[config.mk]
export PLATFORM = sky130hd
export DESIGN_NAME = cgp_ctrl
export DESIGN_NICKNAME = d
export VERILOG_FILES = /design/src/design/assert_macros.svh /design/src/design/cgp_pkg.sv /design/src/design/cgp_ctrl.sv
export SDC_FILE = /design/constraint.sdc
export NUM_CORES = 1
export LEC_CHECK = 0
export BUFFER_PORTS_ARGS = -buffer_cell sky130_fd_sc_hd__buf_2
export CAP_MARGIN = 20
export CORE_AREA = 2 2 39 41
export DETAILED_ROUTE_END_ITERATION = 8
export DIE_AREA = 0 0 41 43
export PLACE_DENSITY = 0.64
export SETUP_SLACK_MARGIN = 0.05
export SYNTH_ARGS = -nofsm -noshare
export SYNTH_HDL_FRONTEND = slang
export SYNTH_SLANG_ARGS = --single-unit
[constraint.sdc]
create_clock -name clock -period 2.75 [get_ports clock]
set_input_delay 0.4125 -clock clock [delete_from_list [all_inputs] [get_ports clock]]
set_output_delay 0.4125 -clock clock [all_outputs]
set_load 0.03 [all_outputs]
[src/design/assert_macros.svh]
// Assertion macros shared by the capped growth path payoff RTL.
// Included by modules that carry concurrent checks; no other dependencies.
`ifndef ASSERT_MACROS_SVH
`define ASSERT_MACROS_SVH
`ifndef SYNTHESIS
`define CGP_ASSERT(label, clk, rst, prop) \
   label: assert property (@(posedge clk) disable iff (rst) prop) \
      else $error("assertion failed");
`define CGP_NEVER(label, clk, rst, prop) \
   label: assert property (@(posedge clk) disable iff (rst) !(prop)) \
      else $error("forbidden condition seen");
`else
`define CGP_ASSERT(label, clk, rst, prop)
`define CGP_NEVER(label, clk, rst, prop)
`endif
`endif

[src/design/cgp_pkg.sv]
// Package for the capped growth path payoff block: constants, codes and types.
// Used by every module and interface of the block; depends on nothing.
`default_nettype none
package cgp_pkg;
   localparam int SampleWidth = 16;
   localparam int CsrIndexWidth = 2;
   localparam int CsrDataWidth = 25;
   localparam int PvWidth = 32;

   localparam logic [CsrIndexWidth-1:0] CSR_DRIFT = 2'd0;
   localparam logic [CsrIndexWidth-1:0] CSR_VOL = 2'd1;
   localparam logic [CsrIndexWidth-1:0] CSR_CAP = 2'd2;
   localparam logic [CsrIndexWidth-1:0] CSR_DISCOUNT = 2'd3;

   localparam logic [23:0] DRIFT_RESET = 24'd69905;
   localparam logic [22:0] VOL_RESET = 23'd484327;
   localparam logic [23:0] CAP_RESET = 24'd838861;
   localparam logic [24:0] DISCOUNT_RESET = 25'd14440065;

   localparam logic [24:0] LOG2E_Q24 = 25'd24204406;
   localparam logic [29:0] LN2_Q30 = 30'd744261118;
   localparam logic [31:0] ONE_Q30 = 32'h4000_0000;
   localparam logic [39:0] ONE_Q32 = 40'h01_0000_0000;
   localparam logic [39:0] PRODUCT_MAX = 40'hFF_FFFF_FFFF;
   localparam logic [2:0] TERM_COUNT = 3'd6;
   localparam logic [6:0] LEFT_SHIFT_MAX = 7'd20;

   typedef enum logic [4:0] {
      ST_IDLE, ST_VV, ST_VS, ST_E, ST_Y, ST_R, ST_R2, ST_AR, ST_DIV, ST_ACC,
      ST_FAC, ST_PL, ST_PH, ST_PS, ST_OL, ST_OH, ST_OS
   } state_type;

   typedef enum logic [4:0] {
      OP_NONE, OP_LATCH, OP_VV, OP_VS, OP_E, OP_Y, OP_R, OP_R2, OP_AR, OP_DIV,
      OP_ACC, OP_FAC, OP_PL, OP_PH, OP_PS, OP_OL, OP_OH, OP_OS
   } op_type;

   typedef struct packed {
      op_type op;
   } cmd_type;

   typedef struct packed {
      logic last_month;
      logic loop_done;
      logic rsp_free;
   } status_type;

   // Reciprocal multiplier for exact floor(q / n), q below 2^32.
   function automatic logic [32:0] div_mult(input logic [2:0] n);
      logic [32:0] m;
      case (n)
         3'd3, 3'd6: m = 33'h0_AAAA_AAAB;
         3'd5: m = 33'h0_CCCC_CCCD;
         default: m = 33'h1_0000_0000;
      endcase
      return m;
   endfunction

   function automatic logic [5:0] div_shift(input logic [2:0] n);
      logic [5:0] s;
      case (n)
         3'd2, 3'd3: s = 6'd33;
         3'd4, 3'd5, 3'd6: s = 6'd34;
         default: s = 6'd32;
      endcase
      return s;
   endfunction
endpackage
`default_nettype wire

[src/design/cgp_ctrl.sv]
// Sequencer of the capped growth path payoff block: steps one request through the datapath.
// Depends on cgp_pkg for the state, command and status types.
`default_nettype none
module cgp_ctrl (
   input  wire logic               clock,
   input  wire logic               reset,
   input  wire logic               req_valid,
   output logic                    req_ready,
   input  wire cgp_pkg::status_type status,
   output cgp_pkg::cmd_type        cmd
);
   cgp_pkg::state_type state_ff, state_in;

   always_ff @(posedge clock) begin
      if (reset) begin
         state_ff <= cgp_pkg::ST_IDLE;
      end else begin
         state_ff <= state_in;
      end
   end

   always_comb begin
      state_in = state_ff;
      unique case (state_ff)
         cgp_pkg::ST_IDLE: if (req_valid) state_in = cgp_pkg::ST_VV;
         cgp_pkg::ST_VV: state_in = cgp_pkg::ST_VS;
         cgp_pkg::ST_VS: state_in = cgp_pkg::ST_E;
         cgp_pkg::ST_E: state_in = cgp_pkg::ST_Y;
         cgp_pkg::ST_Y: state_in = cgp_pkg::ST_R;
         cgp_pkg::ST_R: state_in = cgp_pkg::ST_R2;
         cgp_pkg::ST_R2: state_in = cgp_pkg::ST_AR;
         cgp_pkg::ST_AR: state_in = cgp_pkg::ST_DIV;
         cgp_pkg::ST_DIV: state_in = cgp_pkg::ST_ACC;
         cgp_pkg::ST_ACC: begin
            state_in = status.loop_done ? cgp_pkg::ST_FAC : cgp_pkg::ST_AR;
         end
         cgp_pkg::ST_FAC: state_in = cgp_pkg::ST_PL;
         cgp_pkg::ST_PL: state_in = cgp_pkg::ST_PH;
         cgp_pkg::ST_PH: state_in = cgp_pkg::ST_PS;
         cgp_pkg::ST_PS: begin
            state_in = status.last_month ? cgp_pkg::ST_OL : cgp_pkg::ST_IDLE;
         end
         cgp_pkg::ST_OL: state_in = cgp_pkg::ST_OH;
         cgp_pkg::ST_OH: state_in = cgp_pkg::ST_OS;
         cgp_pkg::ST_OS: if (status.rsp_free) state_in = cgp_pkg::ST_IDLE;
         default: state_in = cgp_pkg::ST_IDLE;
      endcase
   end

   always_comb begin
      req_ready = 1'b0;
      cmd.op = cgp_pkg::OP_NONE;
      unique case (state_ff)
         cgp_pkg::ST_IDLE: begin
            req_ready = 1'b1;
            if (req_valid) cmd.op = cgp_pkg::OP_LATCH;
         end
         cgp_pkg::ST_VV: cmd.op = cgp_pkg::OP_VV;
         cgp_pkg::ST_VS: cmd.op = cgp_pkg::OP_VS;
         cgp_pkg::ST_E: cmd.op = cgp_pkg::OP_E;
         cgp_pkg::ST_Y: cmd.op = cgp_pkg::OP_Y;
         cgp_pkg::ST_R: cmd.op = cgp_pkg::OP_R;
         cgp_pkg::ST_R2: cmd.op = cgp_pkg::OP_R2;
         cgp_pkg::ST_AR: cmd.op = cgp_pkg::OP_AR;
         cgp_pkg::ST_DIV: cmd.op = cgp_pkg::OP_DIV;
         cgp_pkg::ST_ACC: cmd.op = cgp_pkg::OP_ACC;
         cgp_pkg::ST_FAC: cmd.op = cgp_pkg::OP_FAC;
         cgp_pkg::ST_PL: cmd.op = cgp_pkg::OP_PL;
         cgp_pkg::ST_PH: cmd.op = cgp_pkg::OP_PH;
         cgp_pkg::ST_PS: cmd.op = cgp_pkg::OP_PS;
         cgp_pkg::ST_OL: cmd.op = cgp_pkg::OP_OL;
         cgp_pkg::ST_OH: cmd.op = cgp_pkg::OP_OH;
         cgp_pkg::ST_OS: if (status.rsp_free) cmd.op = cgp_pkg::OP_OS;
         default: cmd.op = cgp_pkg::OP_NONE;
      endcase
   end
endmodule
`default_nettype wire

== Yosys cells after proc, flatten, opt, wreduce, memory -nomap -nowiden ==
Index checks and enable logic that the tools add are counted.

* Mux-type cells: 9
* Reduce and logical (&&, ||, !) cells: 2
* Eq/ne operators: 18

{| class="wikitable"
|+ Operators by type and width
! operator !! count
|-
| case mux 5 bit (17 select lines) || 2
|-
| equality test 5 x 4 -> 1 bit (second input constant) || 8
|-
| equality test 5 x 3 -> 1 bit (second input constant) || 4
|-
| 2-to-1 mux 5 bit || 3
|-
| equality test 5 x 2 -> 1 bit (second input constant) || 2
|-
| 2-to-1 mux 4 bit || 2
|-
| equality test 5 x 1 -> 1 bit (second input constant) || 1
|-
| equality test 5 bit (second input constant) || 1
|-
| zero test 5 bit || 1
|-
| inequality test 2 bit (second input constant) || 2
|-
| 2-to-1 mux 1 bit || 2
|-
| AND reduction 2 bit || 1
|}

* Word-level logic and storage cells: 30
* Input port bits: 6
* Register bits after elaboration: 5
* Output and inout port bits: 6

== Longest topological paths before layout ==
* Depth after elaboration: 3
* Gate-level depth with buffers: 5
* Depth with buffers taken out: 4

== Least setup slack after synthesis ==
OpenSTA, ideal clock, no wires.

* Kind: register to output
* Start point: register state_ff[3]
* End point: output port req_ready
* Stages on the path, launching flop included: 4
* Data required time: 2.338 ns
* Buffers on the path: 1
* Setup slack: 0.928 ns
* Data arrival time: 1.410 ns
* Path through: dfxtp_1 -> buf_6 -> or3_4 -> nor3_1

* Longest elaborated chain between the ends: 2

{| class="wikitable"
|+ RTL lines
! what !! line !! RTL
|-
| start: declaration || cgp_ctrl.sv:12 || <nowiki>cgp_pkg::state_type state_ff, state_in;</nowiki>
|-
| start signal: assignment || cgp_ctrl.sv:16 || <nowiki>state_ff <= cgp_pkg::ST_IDLE;</nowiki>
|-
| start signal: assignment || cgp_ctrl.sv:18 || <nowiki>state_ff <= state_in;</nowiki>
|-
| zero test 5 bit || cgp_ctrl.sv:53 || <nowiki>unique case (state_ff)</nowiki>
|-
| 2-to-1 mux 1 bit || cgp_ctrl.sv:53 ||
|-
| end: declaration || cgp_ctrl.sv:8 || <nowiki>output logic req_ready,</nowiki>
|}

Every way passes these cells.

==> flow_summary.ini <==
[synthesis]
netlist_instances = 56
async_reset_ff_share_pct = 0
synth_area_leader_cell = dfxtp_1
ys_seq_elements = 5
synth_edf_count = 0
yosys-top-cells-count = nor2_1 (8), a21oi_1 (6), dfxtp_1 (5), nand2b_1 (5)
syn_area_um2 = 404
synth_area_leaders = dfxtp_1 (25%), nand2b_1 (7.7%), a21oi_1 (7.4%)
synth.avg_cell_area_um2 = 7.22
yosysTopAreaCellShare_pct = 24.8
syn_nets = 62
synthDistinctLibCells = 22
ys_warn_count = 0
yosys.cell_count.top_type = nor2_1
synth_ff_type = dfxtp_1
ys_seq_area_share_pct = 24.8

[sta]
tightest_slew_ns = 0.412
finalCritPeriodShare_pct = 68.8
hold_viol = 0
fin_skew_ns = 0.000226
slew_viol_final = 0
setup_viol_count_final = 0
fin_tns_setup_ns = 0
max_freq_mhz = 529
relSlewSlack_pct = 72.5
rsz0062_at_grt = no
setup_ws_ns = 0.859
fin_crit_ns = 1.89

[critical_path]
cp_data_required_time_ns = 2.34
crit_fanout = 13
reg2reg_depth = 4
critical_path.endpoint = cmd[0]
reg2reg_from = state_ff[2]
start_kind = flip-flop
cp.depth = 4
criticalPathCategory = reg2out
cp.arrival_ns = 1.48
crit_path_max_incr_delay_ns = 0.43
crit_chain = or3_4, o21bai_1, a21oi_1, buf_2
cpMaxStageDelayCell = or3_4
r2r-end = state_ff[4]
critPathCaptureType = output pin
r2r_slack_ns = 1.46
worstSetupStartpoint = state_ff[2]
crit_family = simple AND/OR/NAND/NOR gates
path_buf_inv = 1

[clocking]
numCtsBuffers = 3
root_buffer = clkbuf_4
cts_resized = 0
htreeDepth = 1
path_clk_slew_ns = 0.04
clk_latency_ns = 0.23
holdBufCountCts = 0
postCtsSetupRepairBufs = 0
clockBufferDepth = 2
cts_sinks = 5
cts_tree = done

[place]
post-place-ws_ns = 1.12
place_area_um2 = 449
gp_congestion = 0.696
io_buffers = 11
dp_hpwl_um = 613

[run]
drv_cap = 0

[die]
die_w_um = 41
die_y_um = 43
design.portCount = 12
rows = 14
fp.coreArea_um2 = 1380
fp.dieArea_um2 = 1760
initial_core_util_pct = 29.2

[global_routing]
grt_usage_pct = 11.3
grt_max_degree = 15
grt_pass1_vias = 323
antenna_found_initial = 0
grt_pass1_wl_um = 1340
gr-total-overflow = 0

[pwr]
vdd_drop_max_mv = 0.168
power_density_nw_per_um2 = 477
p_leak_nw = 0.182

[cells_and_area]
diodes = 0
final_cell_area_um2 = 475
fin_nets = 73
largest_register_ffs = 5
reg.largest.list = state_ff (5)
largest-register = state_ff
fillers = 158
drive_gt1_share_pct = 24.2
syn2layout_area_growth_pct = 17.6

[routing]
viasPerCell = 4.96
drc = 0
via_count = 407
drtIter0Drc = 5
firstDrtPassIters = 4
ant_nets = 0
wl_per_cell_um = 9.62
totalWireLength_um = 789

[hold_path]
min_path_type = in2reg

[status]
outcome = completed
==> where the power goes <==
part / switching [mW] / internal (mW) / leakage (nW)
registers: 0.0104 / 0.0763 / 0.0407
logic: 0.0347 / 0.0231 / 0.127
clock network: 0.0278 / 0.0547 / 0.0150
total: 0.0729 / 0.154 / 0.182
==> cell families after synthesis <==
logic type	count (synthesis)	synth area share [%]
buffers and inverters	5	7.43
xor gates and xnor gates	2	4.34
and+or+nand+nor	28	39.0
DFF	5	24.8
AOI/OAI and AO/OA	16	24.5
==> stage by stage <==
step	util, %	std cells	hold slack (ns)	power (mW)
after detailed placement	32.5	78	0.633	0.146
after global routing	34.4	82	0.438	0.243
after CTS	34.4	82	0.421	0.229
final	34.4	82	0.422	0.227
after global placement	32.5	78	0.653	0.146
after floorplan	-	56	0.482	0.131
==> how the worst min path moves through the flow <==
stage | from | endpoint | cells after the start
finish | reset | state_ff[4] | 2
global route | reset | state_ff[4] | 2
global placement | reset | state_ff[3] | 2
detailed placement | state_ff[3] | state_ff[0] | 2
CTS | reset | state_ff[4] | 2
floorplan | reset | state_ff[3] | 1
==> worst register-to-register path: stages, from the launching register on <==
cell and delay (ns):
dfxtp_1 0.42, or3_4 0.43, nor4b_2 0.23, nor2_1 0.06
nor2_1 0.07
==> cell type report <==
type                    instances  area (µm²)  share of cell area (%)
repair buffers                 11        55.1                    11.6
multi-input cells              46         274                    57.6
clock buffers                   4        26.3                    5.53
flip-flops and latches          5         100                    21.1
well taps                      16        20.0                    4.21
==> layout by cell type, fill, tap and decap left out, drive strengths merged, types with 2 or more instances in the layout <==
| cell | netlist | layout |
|---|---|---|
| buf | 4 | 11 |
| nor2 | 8 | 8 |
| a21oi | 6 | 6 |
| nand2b | 5 | 5 |
| dfxtp | 5 | 5 |
| nor3 | 4 | 4 |
| o21ai | 4 | 4 |
| clkbuf | 1 | 4 |
| nand2 | 3 | 3 |
| o21bai | 2 | 2 |
| nand3 | 2 | 2 |
| xor2 | 2 | 2 |
| nor2b | 2 | 2 |
==> metal layers <==
layer	part of all wire [%]	global-route usage, %	vias to the layer above
met5	0	0	-
met4	0	6.00	0
met3	9.0	4.71	0
met2	45	15.6	15
met1	46	14.2	172
li1	-	-	220
No activity file was read; power rests on OpenSTA's default activity.
